[config.mk]
export PLATFORM = sky130hd
export DESIGN_NAME = multichannel_adc_smoothing_unit_flat
export DESIGN_NICKNAME = d
export VERILOG_FILES = /design/src/sv/adcsm_pkg.sv /design/src/sv/adcsm_in_if.sv /design/src/sv/adcsm_out_if.sv /design/src/sv/multichannel_adc_smoothing_unit.sv /design/src/sv/adcsm_ram.sv /design/src/flat_wrapper.sv
export VERILOG_INCLUDE_DIRS = /design/src /design/src/sv
export SDC_FILE = /design/constraint.sdc
export NUM_CORES = 2
export LEC_CHECK = 0
export ABC_AREA = 1
export BUFFER_PORTS_ARGS = -buffer_cell sky130_fd_sc_hd__buf_2
export CORE_MARGIN = 8
export CORE_UTILIZATION = 27
export CTS_CLUSTER_SIZE = 40
export DETAILED_ROUTE_END_ITERATION = 12
export GPL_ROUTABILITY_DRIVEN = 0
export PLACE_DENSITY = 0.39
export SLEW_MARGIN = 10
export SYNTH_ARGS = -nofsm -noshare
export SYNTH_HDL_FRONTEND = slang
export SYNTH_SLANG_ARGS = --single-unit
export TNS_END_PERCENT = 10
[constraint.sdc]
create_clock -name clk -period 12.9 [get_ports clk]
set_input_delay 1.935 -clock clk [delete_from_list [all_inputs] [get_ports clk]]
set_output_delay 1.935 -clock clk [all_outputs]
set_load 0.1 [all_outputs]
[src/sv/multichannel_adc_smoothing_unit_assert.svh]
// Assertion macros shared by the block. Clock and reset are taken from the
// scope in which a macro is used: clk and rst.
`ifndef MULTICHANNEL_ADC_SMOOTHING_UNIT_ASSERT_SVH
`define MULTICHANNEL_ADC_SMOOTHING_UNIT_ASSERT_SVH

`ifndef SYNTHESIS

`define ADCSM_ASSERT(label, expr) \
  label: assert property (@(posedge clk) disable iff (rst) (expr)) \
    else $error("adcsm: invariant violated");

`define ADCSM_ASSERT_IMPL(label, ante, cons) \
  label: assert property (@(posedge clk) disable iff (rst) (ante) |-> (cons)) \
    else $error("adcsm: implication violated");

`define ADCSM_ASSERT_NEXT(label, ante, cons) \
  label: assert property (@(posedge clk) disable iff (rst) (ante) |=> (cons)) \
    else $error("adcsm: next-cycle check violated");

`else

`define ADCSM_ASSERT(label, expr)

`define ADCSM_ASSERT_IMPL(label, ante, cons)

`define ADCSM_ASSERT_NEXT(label, ante, cons)

`endif

`endif

[src/sv/adcsm_pkg.sv]
package adcsm_pkg;

  localparam int SAMPLE_BITS_DEF = 10;
  localparam int WINDOW_LEN_DEF  = 80;
  localparam int BLOCK_LEN_DEF   = 8;
  localparam int LONG_LEN_DEF    = 6000;

  localparam int NUM_CH     = 10;
  localparam int NUM_SMOOTH = 9;
  localparam int NUM_BLOCK  = 4;

  // Channel positions in the input item.
  localparam int CH_TEMP_BATT   = 0;
  localparam int CH_RAIL_3V3    = 1;
  localparam int CH_MAINS       = 2;
  localparam int CH_BATT_I      = 3;
  localparam int CH_CHARGE_V    = 4;
  localparam int CH_TEMP_AMB    = 5;
  localparam int CH_DC_INPUT    = 6;
  localparam int CH_RAIL_24V    = 7;
  localparam int CH_RAIL_5V     = 8;
  localparam int CH_BATT_V      = 9;

  localparam int QTY_W = 5;
  typedef logic [QTY_W-1:0] qty_t;

  // Result quantity codes.
  localparam qty_t Q_CHAN_FIRST  = 5'd0;
  localparam qty_t Q_CHAN_LAST   = 5'd9;
  localparam qty_t Q_MAINS_MEAN  = 5'd10;
  localparam qty_t Q_BLOCK_FIRST = 5'd11;
  localparam qty_t Q_BLOCK_LAST  = 5'd14;
  localparam qty_t Q_LONG_MEAN   = 5'd15;
  localparam qty_t Q_READY       = 5'd16;

endpackage

[src/sv/adcsm_in_if.sv]
interface adcsm_in_if #(
  parameter int SAMPLE_BITS = adcsm_pkg::SAMPLE_BITS_DEF
);
  logic                   valid;
  logic                   ready;
  logic [SAMPLE_BITS-1:0] temp_battery_raw;
  logic [SAMPLE_BITS-1:0] rail_3v3_raw;
  logic [SAMPLE_BITS-1:0] mains_vacdc_raw;
  logic [SAMPLE_BITS-1:0] battery_current_raw;
  logic [SAMPLE_BITS-1:0] charge_voltage_raw;
  logic [SAMPLE_BITS-1:0] temp_ambient_raw;
  logic [SAMPLE_BITS-1:0] dc_input_raw;
  logic [SAMPLE_BITS-1:0] rail_24v_raw;
  logic [SAMPLE_BITS-1:0] rail_5v_raw;
  logic [SAMPLE_BITS-1:0] battery_voltage_raw;
  logic                   battery_active;

  modport source (
    output valid, temp_battery_raw, rail_3v3_raw, mains_vacdc_raw, battery_current_raw,
    output charge_voltage_raw, temp_ambient_raw, dc_input_raw, rail_24v_raw, rail_5v_raw,
    output battery_voltage_raw, battery_active,
    input  ready
  );

  modport sink (
    input  valid, temp_battery_raw, rail_3v3_raw, mains_vacdc_raw, battery_current_raw,
    input  charge_voltage_raw, temp_ambient_raw, dc_input_raw, rail_24v_raw, rail_5v_raw,
    input  battery_voltage_raw, battery_active,
    output ready
  );
endinterface

[src/sv/adcsm_out_if.sv]
interface adcsm_out_if #(
  parameter int SAMPLE_BITS = adcsm_pkg::SAMPLE_BITS_DEF
);
  import adcsm_pkg::*;

  logic                   valid;
  logic                   ready;
  qty_t                   quantity;
  logic [SAMPLE_BITS-1:0] value;
  logic                   last;

  modport source (output valid, quantity, value, last, input ready);
  modport sink (input valid, quantity, value, last, output ready);
endinterface

[src/sv/multichannel_adc_smoothing_unit.sv]
// Flow: an accepted tick is registered in stage 1, stage 2 and stage 3 in turn, and
// stage 3 offers its results. Throughput: one result per cycle on the output while
// the sink is ready; a tick gives 11 to 17 results. The output serializer sets the
// sustained rate, with up to two more ticks waiting in the pipeline ahead of it.
// Reset (synchronous, rst high) clears all filter state; window entries read as zero
// through per-entry valid flags until rewritten, and an item is taken right after reset.
`include "multichannel_adc_smoothing_unit_assert.svh"

module multichannel_adc_smoothing_unit #(
  parameter int SAMPLE_BITS = adcsm_pkg::SAMPLE_BITS_DEF,
  parameter int WINDOW_LEN  = adcsm_pkg::WINDOW_LEN_DEF,
  parameter int BLOCK_LEN   = adcsm_pkg::BLOCK_LEN_DEF,
  parameter int LONG_LEN    = adcsm_pkg::LONG_LEN_DEF
) (
  input logic          clk,
  input logic          rst,
  adcsm_in_if.sink     samples,
  adcsm_out_if.source  results
);
  import adcsm_pkg::*;

  localparam int SB   = SAMPLE_BITS;
  localparam int SMAX = (1 << SB) - 1;

  // Window mean: divide by WINDOW_LEN through a rounded-up reciprocal.
  localparam int WSUM_W  = $clog2(WINDOW_LEN * SMAX + 1);
  localparam int WIDX_W  = $clog2(WINDOW_LEN);
  localparam int WDIV_SH = WSUM_W + $clog2(WINDOW_LEN);
  localparam logic [WSUM_W:0] WDIV_MUL = (WSUM_W + 1)'(
      ((64'd1 << WDIV_SH) + 64'(WINDOW_LEN) - 64'd1) / 64'(WINDOW_LEN));
  localparam logic [WSUM_W-1:0] WSUM_MAX = WSUM_W'(WINDOW_LEN * SMAX);

  localparam int BSUM_W  = $clog2(BLOCK_LEN * SMAX + 1);
  localparam int BCNT_W  = (BLOCK_LEN > 1) ? $clog2(BLOCK_LEN) : 1;
  localparam int BDIV_SH = BSUM_W + $clog2(BLOCK_LEN);
  localparam logic [BSUM_W:0] BDIV_MUL = (BSUM_W + 1)'(
      ((64'd1 << BDIV_SH) + 64'(BLOCK_LEN) - 64'd1) / 64'(BLOCK_LEN));

  localparam int LACC_W  = $clog2(LONG_LEN * SMAX + 1);
  localparam int LCNT_W  = (LONG_LEN > 1) ? $clog2(LONG_LEN) : 1;
  localparam int LDIV_SH = LACC_W + $clog2(LONG_LEN);
  localparam logic [LACC_W:0] LDIV_MUL = (LACC_W + 1)'(
      ((64'd1 << LDIV_SH) + 64'(LONG_LEN) - 64'd1) / 64'(LONG_LEN));

  localparam int RES_N     = 16;
  localparam int RES_MAINS = int'(Q_MAINS_MEAN);
  localparam int RES_BLOCK = int'(Q_BLOCK_FIRST);
  localparam int RES_LONG  = int'(Q_LONG_MEAN);

  localparam int BLK_SRC [NUM_BLOCK] = '{CH_DC_INPUT, CH_BATT_V, CH_CHARGE_V, CH_BATT_I};

  typedef logic [SB-1:0] smp_t;

  // Handshake and stage control.
  logic in_fire, out_fire;
  logic s1_valid, s2_valid, s3_valid;
  logic s1_adv, s2_adv, s2_free, s3_free;

  // Stage 1: captured item and the window entry it replaces.
  smp_t              in_smp [NUM_CH];
  smp_t              s1_smp [NUM_CH];
  logic              s1_act;
  logic [WIDX_W-1:0] s1_idx;
  logic              s1_old_vld;

  // Filter state.
  smp_t              prev [NUM_SMOOTH];
  smp_t              sm_smp [NUM_SMOOTH];
  logic [WIDX_W-1:0] win_idx;
  logic [WINDOW_LEN-1:0] win_vld;
  logic [WSUM_W-1:0] msum, msum_next;
  logic [BSUM_W-1:0] bsum [NUM_BLOCK];
  logic [BSUM_W-1:0] bsum_new [NUM_BLOCK];
  logic [BCNT_W-1:0] blk_cnt;
  logic [LCNT_W-1:0] lng_cnt;
  logic [LACC_W-1:0] lacc, lacc_new;
  logic              blk_done, lng_done;

  smp_t win_rdata, win_old;
  smp_t chan_val [NUM_CH];

  // Stage 2: sums waiting for their reciprocal multiplies.
  smp_t              s2_chan [NUM_CH];
  logic [WSUM_W-1:0] s2_msum;
  logic [BSUM_W-1:0] s2_bsum [NUM_BLOCK];
  logic [LACC_W-1:0] s2_lacc;
  logic              s2_blk, s2_lng, s2_act;

  logic [2*WSUM_W:0] wprod;
  logic [2*BSUM_W:0] bprod [NUM_BLOCK];
  logic [2*LACC_W:0] lprod;

  // Stage 3: finished result set, read out one result per cycle while ready is high.
  smp_t res_in [RES_N];
  smp_t s3_res [RES_N];
  logic s3_blk, s3_lng, s3_act;
  qty_t pos, pos_next;
  logic pos_last;

  assign in_smp[CH_TEMP_BATT] = samples.temp_battery_raw;
  assign in_smp[CH_RAIL_3V3]  = samples.rail_3v3_raw;
  assign in_smp[CH_MAINS]     = samples.mains_vacdc_raw;
  assign in_smp[CH_BATT_I]    = samples.battery_current_raw;
  assign in_smp[CH_CHARGE_V]  = samples.charge_voltage_raw;
  assign in_smp[CH_TEMP_AMB]  = samples.temp_ambient_raw;
  assign in_smp[CH_DC_INPUT]  = samples.dc_input_raw;
  assign in_smp[CH_RAIL_24V]  = samples.rail_24v_raw;
  assign in_smp[CH_RAIL_5V]   = samples.rail_5v_raw;
  assign in_smp[CH_BATT_V]    = samples.battery_voltage_raw;

  assign out_fire = results.valid && results.ready;
  assign s3_free  = !s3_valid || (out_fire && pos_last);
  assign s2_adv   = s2_valid && s3_free;
  assign s2_free  = !s2_valid || s3_free;
  assign s1_adv   = s1_valid && s2_free;
  assign samples.ready = !s1_valid || s2_free;
  assign in_fire  = samples.valid && samples.ready;

  // The window entry is read when the item is accepted and written back when it
  // leaves stage 1. Consecutive items touch consecutive entries, so a read never
  // meets a write to the same entry in one cycle.
  adcsm_ram #(
    .WIDTH (SB),
    .DEPTH (WINDOW_LEN)
  ) u_window (
    .clk   (clk),
    .we    (s1_adv),
    .waddr (s1_idx),
    .wdata (s1_smp[CH_MAINS]),
    .re    (in_fire),
    .raddr (win_idx),
    .rdata (win_rdata)
  );

  always_ff @(posedge clk) begin
    if (rst) begin
      s1_valid <= 1'b0;
      s2_valid <= 1'b0;
      s3_valid <= 1'b0;
      pos      <= Q_CHAN_FIRST;
      win_idx  <= '0;
      win_vld  <= '0;
    end else begin
      if (in_fire) begin
        s1_valid <= 1'b1;
        win_idx  <= (win_idx == WIDX_W'(WINDOW_LEN - 1)) ? '0 : win_idx + WIDX_W'(1);
      end else if (s1_adv) begin
        s1_valid <= 1'b0;
      end
      if (s1_adv) begin
        s2_valid        <= 1'b1;
        win_vld[s1_idx] <= 1'b1;
      end else if (s2_adv) begin
        s2_valid <= 1'b0;
      end
      if (s2_adv) begin
        s3_valid <= 1'b1;
        pos      <= Q_CHAN_FIRST;
      end else if (out_fire) begin
        if (pos_last) begin
          s3_valid <= 1'b0;
        end else begin
          pos <= pos_next;
        end
      end
    end
  end

  always_ff @(posedge clk) begin
    if (in_fire) begin
      s1_smp     <= in_smp;
      s1_act     <= samples.battery_active;
      s1_idx     <= win_idx;
      s1_old_vld <= win_vld[win_idx];
    end
  end

  // Stage 1 arithmetic.
  assign win_old   = s1_old_vld ? win_rdata : '0;
  assign msum_next = WSUM_W'({1'b0, msum} + (WSUM_W + 1)'(s1_smp[CH_MAINS])
                             - (WSUM_W + 1)'(win_old));
  assign blk_done  = (blk_cnt == BCNT_W'(BLOCK_LEN - 1));
  assign lng_done  = s1_act && (lng_cnt == LCNT_W'(LONG_LEN - 1));
  assign lacc_new  = lacc + LACC_W'(s1_smp[CH_BATT_I]);

  for (genvar c = 0; c < NUM_CH; c++) begin : g_chan
    if (c == CH_MAINS) begin : g_raw
      assign chan_val[c] = s1_smp[c];
    end else begin : g_smooth
      localparam int Slot = (c < CH_MAINS) ? c : c - 1;
      logic [SB+1:0] tri_sum;
      assign tri_sum = (SB + 2)'({prev[Slot], 1'b0}) + (SB + 2)'(prev[Slot])
                       + (SB + 2)'(s1_smp[c]);
      assign chan_val[c]  = tri_sum[SB+1:2];
      assign sm_smp[Slot] = s1_smp[c];
    end
  end

  for (genvar i = 0; i < NUM_BLOCK; i++) begin : g_blk
    assign bsum_new[i] = bsum[i] + BSUM_W'(s1_smp[BLK_SRC[i]]);
    assign bprod[i] = (2 * BSUM_W + 1)'(s2_bsum[i]) * (2 * BSUM_W + 1)'(BDIV_MUL);
    assign res_in[RES_BLOCK + i] = bprod[i][BDIV_SH +: SB];
  end

  always_ff @(posedge clk) begin
    if (rst) begin
      prev    <= '{default: '0};
      msum    <= '0;
      bsum    <= '{default: '0};
      blk_cnt <= '0;
      lng_cnt <= '0;
      lacc    <= '0;
    end else if (s1_adv) begin
      prev <= sm_smp;
      msum <= msum_next;
      if (blk_done) begin
        blk_cnt <= '0;
        bsum    <= '{default: '0};
      end else begin
        blk_cnt <= blk_cnt + BCNT_W'(1);
        bsum    <= bsum_new;
      end
      if (s1_act) begin
        if (lng_done) begin
          lng_cnt <= '0;
          lacc    <= '0;
        end else begin
          lng_cnt <= lng_cnt + LCNT_W'(1);
          lacc    <= lacc_new;
        end
      end
    end
  end

  always_ff @(posedge clk) begin
    if (s1_adv) begin
      s2_chan <= chan_val;
      s2_msum <= msum_next;
      s2_bsum <= bsum_new;
      s2_lacc <= lacc_new;
      s2_blk  <= blk_done;
      s2_lng  <= lng_done;
      s2_act  <= s1_act;
    end
  end

  // Stage 2: each mean is the high part of sum times reciprocal.
  assign wprod = (2 * WSUM_W + 1)'(s2_msum) * (2 * WSUM_W + 1)'(WDIV_MUL);
  assign lprod = (2 * LACC_W + 1)'(s2_lacc) * (2 * LACC_W + 1)'(LDIV_MUL);

  for (genvar c = 0; c < NUM_CH; c++) begin : g_res
    assign res_in[c] = s2_chan[c];
  end
  assign res_in[RES_MAINS] = wprod[WDIV_SH +: SB];
  assign res_in[RES_LONG]  = lprod[LDIV_SH +: SB];

  always_ff @(posedge clk) begin
    if (s2_adv) begin
      s3_res <= res_in;
      s3_blk <= s2_blk;
      s3_lng <= s2_lng;
      s3_act <= s2_act;
    end
  end

  // Walk the quantities of the held tick, skipping those it does not report.
  always_comb begin
    pos_next = pos;
    pos_last = 1'b0;
    case (pos) inside
      [Q_CHAN_FIRST:Q_CHAN_LAST]: pos_next = pos + qty_t'(1);
      Q_BLOCK_LAST, Q_MAINS_MEAN: begin
        if (pos == Q_MAINS_MEAN && s3_blk) begin
          pos_next = Q_BLOCK_FIRST;
        end else if (s3_lng) begin
          pos_next = Q_LONG_MEAN;
        end else if (!s3_act) begin
          pos_next = Q_READY;
        end else begin
          pos_last = 1'b1;
        end
      end
      [Q_BLOCK_FIRST:Q_BLOCK_LAST]: pos_next = pos + qty_t'(1);
      Q_LONG_MEAN: pos_next = Q_READY;
      default: pos_last = 1'b1;
    endcase
  end

  assign results.valid    = s3_valid;
  assign results.quantity = pos;
  assign results.value    = (pos == Q_READY) ? SB'(s3_lng) : s3_res[pos[3:0]];
  assign results.last     = pos_last;

  `ADCSM_ASSERT(a_window_no_clash, !(in_fire && s1_adv && (win_idx == s1_idx)))
  `ADCSM_ASSERT(a_window_sum_range, msum <= WSUM_MAX)
  `ADCSM_ASSERT(a_block_count_range, blk_cnt <= BCNT_W'(BLOCK_LEN - 1))
  `ADCSM_ASSERT_NEXT(a_set_starts, s2_adv, s3_valid && (pos == Q_CHAN_FIRST))
  `ADCSM_ASSERT_NEXT(a_long_idle_holds, s1_adv && !s1_act, $stable(lacc) && $stable(lng_cnt))

endmodule

[src/sv/adcsm_ram.sv]
module adcsm_ram #(
  parameter int WIDTH = 10,
  parameter int DEPTH = 80
) (
  input  logic                     clk,
  input  logic                     we,
  input  logic [$clog2(DEPTH)-1:0] waddr,
  input  logic [WIDTH-1:0]         wdata,
  input  logic                     re,
  input  logic [$clog2(DEPTH)-1:0] raddr,
  output logic [WIDTH-1:0]         rdata
);
  logic [WIDTH-1:0] mem [DEPTH];

  always_ff @(posedge clk) begin
    if (we) begin
      mem[waddr] <= wdata;
    end
    if (re) begin
      rdata <= mem[raddr];
    end
  end
endmodule

[src/flat_wrapper.sv]
// flat-port wrapper written by rule: the top's interface ports become plain ports
module multichannel_adc_smoothing_unit_flat import adcsm_pkg::*;
#(
  parameter int SAMPLE_BITS = adcsm_pkg::SAMPLE_BITS_DEF,
  parameter int WINDOW_LEN  = adcsm_pkg::WINDOW_LEN_DEF,
  parameter int BLOCK_LEN   = adcsm_pkg::BLOCK_LEN_DEF,
  parameter int LONG_LEN    = adcsm_pkg::LONG_LEN_DEF
)
  (clk, rst, samples_valid, samples_temp_battery_raw, samples_rail_3v3_raw, samples_mains_vacdc_raw, samples_battery_current_raw, samples_charge_voltage_raw, samples_temp_ambient_raw, samples_dc_input_raw, samples_rail_24v_raw, samples_rail_5v_raw, samples_battery_voltage_raw, samples_battery_active, samples_ready, results_valid, results_quantity, results_value, results_last, results_ready);
  adcsm_in_if #(.SAMPLE_BITS(SAMPLE_BITS)) samples_i ();
  adcsm_out_if #(.SAMPLE_BITS(SAMPLE_BITS)) results_i ();
  input logic clk;
  input logic rst;
  input wire logic [$bits(samples_i.valid)-1:0] samples_valid;
  input wire logic [$bits(samples_i.temp_battery_raw)-1:0] samples_temp_battery_raw;
  input wire logic [$bits(samples_i.rail_3v3_raw)-1:0] samples_rail_3v3_raw;
  input wire logic [$bits(samples_i.mains_vacdc_raw)-1:0] samples_mains_vacdc_raw;
  input wire logic [$bits(samples_i.battery_current_raw)-1:0] samples_battery_current_raw;
  input wire logic [$bits(samples_i.charge_voltage_raw)-1:0] samples_charge_voltage_raw;
  input wire logic [$bits(samples_i.temp_ambient_raw)-1:0] samples_temp_ambient_raw;
  input wire logic [$bits(samples_i.dc_input_raw)-1:0] samples_dc_input_raw;
  input wire logic [$bits(samples_i.rail_24v_raw)-1:0] samples_rail_24v_raw;
  input wire logic [$bits(samples_i.rail_5v_raw)-1:0] samples_rail_5v_raw;
  input wire logic [$bits(samples_i.battery_voltage_raw)-1:0] samples_battery_voltage_raw;
  input wire logic [$bits(samples_i.battery_active)-1:0] samples_battery_active;
  output wire logic [$bits(samples_i.ready)-1:0] samples_ready;
  output wire logic [$bits(results_i.valid)-1:0] results_valid;
  output wire logic [$bits(results_i.quantity)-1:0] results_quantity;
  output wire logic [$bits(results_i.value)-1:0] results_value;
  output wire logic [$bits(results_i.last)-1:0] results_last;
  input wire logic [$bits(results_i.ready)-1:0] results_ready;
  assign samples_i.valid = samples_valid;
  assign samples_i.temp_battery_raw = samples_temp_battery_raw;
  assign samples_i.rail_3v3_raw = samples_rail_3v3_raw;
  assign samples_i.mains_vacdc_raw = samples_mains_vacdc_raw;
  assign samples_i.battery_current_raw = samples_battery_current_raw;
  assign samples_i.charge_voltage_raw = samples_charge_voltage_raw;
  assign samples_i.temp_ambient_raw = samples_temp_ambient_raw;
  assign samples_i.dc_input_raw = samples_dc_input_raw;
  assign samples_i.rail_24v_raw = samples_rail_24v_raw;
  assign samples_i.rail_5v_raw = samples_rail_5v_raw;
  assign samples_i.battery_voltage_raw = samples_battery_voltage_raw;
  assign samples_i.battery_active = samples_battery_active;
  assign samples_ready = samples_i.ready;
  assign results_valid = results_i.valid;
  assign results_quantity = results_i.quantity;
  assign results_value = results_i.value;
  assign results_last = results_i.last;
  assign results_i.ready = results_ready;
  multichannel_adc_smoothing_unit #(.SAMPLE_BITS(SAMPLE_BITS), .WINDOW_LEN(WINDOW_LEN), .BLOCK_LEN(BLOCK_LEN), .LONG_LEN(LONG_LEN)) u_core (.clk(clk), .rst(rst), .samples(samples_i), .results(results_i));
endmodule
==> flow_summary_export.csv <==
group,metric,value,unit
clock_network,clockRootBuffer,"clkbuf_16",
drt,drc,0,
clock_network,worstSkewPairLatency,860,ps
clock_network,cts_sinks,1558,
yosys,syn_nets,9247,
yosys,synth_area_leaders,"edfxtp_1, fa_1, ha_1",
sta,drv_slew,0,
finish,area_growth,13.1,%
global_routing,grt_use_total,15.5,%
yosys,avgSynthCellArea,10.3,sq um
yosys,synth.ff_latch_count,1558,
drt,wl_met3,9810,microns
yosys,ys_seq_area_share,52.0,%
finish,num-fill-cells,32400,
sta,worst_pin_slew,1140,ps
clock_network,path_clk_slew,60,ps
sta,finClkSkew,109,ps
critical_path,crit_path_start_kind,"register",
critical_path,slowest_stage,"o22ai_1",
critical_path,crit_path_end_kind,"primary output",
global_routing,grt_pass1_wl,393000,microns
clock_network,post_cts_buffers,0,
finish,instances_no_fill,12600,
critical_path,cp_max_fo,64,
global_routing,grt_pass1_vias,58800,
power_and_ir_drop,power_density,231,nW/um^2
yosys,netlist_area,84400,sq um
die,die_h,575,microns
drt,drt_iter0_drc,4254,
sta,fin_crit_sh,48.7,%
sta,setup_violations,0,
critical_path,crit_top_cell,"o21ai_0",
run,max_cap_viol_count,0,
drt,wl_per_cell,20.9,microns
die,io_pins,123,
die,dieArea,331000,sq um
sta,hold_viol,0,
sta,grt_setup_unrepaired,"no",
critical_path,cpPeakStageDelay,880,ps
clock_network,cts_tree,"built",
finish,final_nets,9330,
critical_path,worst-setup-path-type,"register to primary output",
sta,finalSetupTns,0,ps
global_routing,grt_overflow,0,
min_path,min_path_type,"register to register",
clock_network,post_cts_resized,0,
finish,drive_above_1_share,5.86,%
critical_path,crit_chain,"buf_4, buf_4, o21ai_0, o22ai_1, a21oi_1, a21oi_1, o21ai_0, o21ai_0, buf_2",
die,num_rows,205,
finish,fin_area,95400,sq um
die,core_area,311000,sq um
sta,fin_crit,6290,ps
die,die_w,575,microns
yosys,netlist_instances,8208,
yosys,synth_edf_count,1265,
clock_network,htreeDepth,4,
critical_path,worstPathArrival,4350,ps
placed_design,dp_cells,12200,
placed_design,place_area,89600,sq um
drt,highest_layer,"met5",
drt,wl,263000,microns
global_routing,grt_max_degree,182,
sta,slew_headroom,23.5,%
global_routing,antenna_found_initial,12,
power_and_ir_drop,power_leakage,38.5,nW
power_and_ir_drop,ir_drop,0.432,mV
drt,via_count,57800,
clock_network,cts_buffers,187,
yosys,synthFlopType,"edfxtp_1",
die,start_util,27.1,%
sta,max_freq,159,MHz
clock_network,clockBufferDepth,4,
yosys,yosysWarnings,0,
placed_design,hpwl,181000,microns
drt,dr.pass1.iters,6,
outcome,outcome,"completed",
clock_network,hold_buffers,0,
critical_path,required,10970,ps
yosys,yosys.cell_types.count,47,
drt,via_per_inst,4.60,
yosys,yosysTopAreaCellShare,45.0,%
drt,wl_met1,127000,microns
yosys,async_flop_share,0,%
yosys,yosysTopAreaCell,"edfxtp_1",
drt,dr_wl_met2,120000,microns
drt,antenna_left,0,
placed_design,io_buffers,122,
## synth_stat cells (4+ instances only)
cell type and instances:
xnor2_1 49, nand3_1 306, dfxtp_1 293, o21a_1 4, or2_2 9, nand3b_1 8
o2111ai_1 6, a21o_1 29, o21ai_0 664, nand2_1 1090, inv_1 1127, o211ai_1 85
nor2_2 9, nor3_1 42, a21oi_1 486, nor2_8 4, a31oi_1 19, and2_1 4
ha_1 523, inv_2 6, xor2_1 110, a211oi_1 4, o31ai_1 13, buf_4 5
o21bai_1 28, nor4_1 10, buf_1 20, nand4_1 53, o22ai_1 88, clkbuf_1 201
o221ai_1 18, buf_2 62, a21boi_0 5, nor2_1 1070, fa_1 411, o21ai_1 61
edfxtp_1 1265, buf_6 7
## metal layers
metal  up-vias  track usage (%)
met5         -                0
met3       326             1.85
met2      1034             25.0
li1      27700                -
met4         2             3.64
met1     28700             22.3
## per-stage QoR
stage | util (%) | setup WS, ps | total power [W] | hold slack, ps
final | 30.6 | 6610 | 0.0220 | 376
after CTS | 30.6 | 6510 | 0.0223 | 370
after global routing | 30.6 | 6370 | 0.0240 | 386
after detailed placement | 28.8 | 6780 | 0.0170 | 405
after floorplan | - | 4340 | 0.0137 | 400
after global placement | 28.8 | 6740 | 0.0171 | 401
## worst paths after layout
check                                     startpoint                         end  slack [ps]  depth (start not counted)
min reg2reg                  u_core.s2_act$_DFFE_PP_     u_core.s3_act$_DFFE_PP_         380                          0
max reg2reg              u_core.s2_lacc[8]$_DFFE_PP_  u_core.s3_res[0]$_DFFE_PP_        6730                         21
min                          u_core.s2_act$_DFFE_PP_     u_core.s3_act$_DFFE_PP_         380                          0
max          u_core.results.quantity[0]$_SDFFE_PP0P_            results_value[0]        6610                          9
## cells by family after synthesis
| logic type | synth area share (%) |
|---|---|
| AOI/OAI and AO/OA | 9.73 |
| xor gates and xnor gates | 1.65 |
| adders and majority gates | 17.5 |
| buffers and inverters | 6.56 |
| DFF | 52.0 |
| and+or+nand+nor | 12.6 |
## registers in the layout, indices dropped and copies added, names as in the netlist, 3 cells and up
| register | cells |
|---|---|
| u_core.results.quantity | 5 |
| u_core.lacc | 23 |
| u_core.lng_cnt | 13 |
| u_core.prev | 90 |
| u_core.s2_bsum | 40 |
| u_core.blk_cnt | 3 |
| u_core.u_window.rdata | 10 |
| u_core.s1_idx | 7 |
| u_core.chan_val | 10 |
| u_core.msum | 17 |
| u_core.bsum | 52 |
| u_core.win_vld | 80 |
| u_core.s3_res | 160 |
| u_core.win_idx | 7 |
| u_core.s1_smp | 90 |
| u_core.s2_msum | 17 |
| u_core.s2_lacc | 23 |
| u_core.res_in | 100 |
| u_core.u_window.mem | 800 |
## critical path: cells and delay by family, from the launching register on
kind	cells	cell delay (ps)
compound gates	6	1640
buf+inv	3	1490
flops	1	310
## cells in the final DEF, fill, tap and decap left out, types with 88 or more instances in the layout
cell	netlist	layout
ha_1	523	523
buf_2	62	121
inv_1	1127	1122
o22ai_1	88	88
fa_1	411	411
nand3_1	306	306
edfxtp_1	1265	1265
o21ai_0	664	664
a21oi_1	486	486
clkbuf_16	0	188
xor2_1	110	110
dfxtp_1	293	289
nand2_1	1090	1090
nor2_1	1070	1069
## final cells by class
class                           count  area (sq um)  area share [%]
Timing Repair Buffer              190          1190            1.25
Multi-Input combinational cell   5219         35100            36.8
Clock inverter                     69           666           0.698
Tap cell                         4140          5180            5.43
Clock buffer                      266          5120            5.36
Sequential cell                  1558         43900            46.0
Inverter                         1135          4290            4.50
Antenna cell                        5          12.5          0.0131
## report_power, final
part | internal [W] | switching (W)
Clock | 0.00297 | 0.00215
Combinational | 0.00390 | 0.00704
Sequential | 0.00579 | 0.000146
Note: power is estimated with default switching activity, not from simulation.
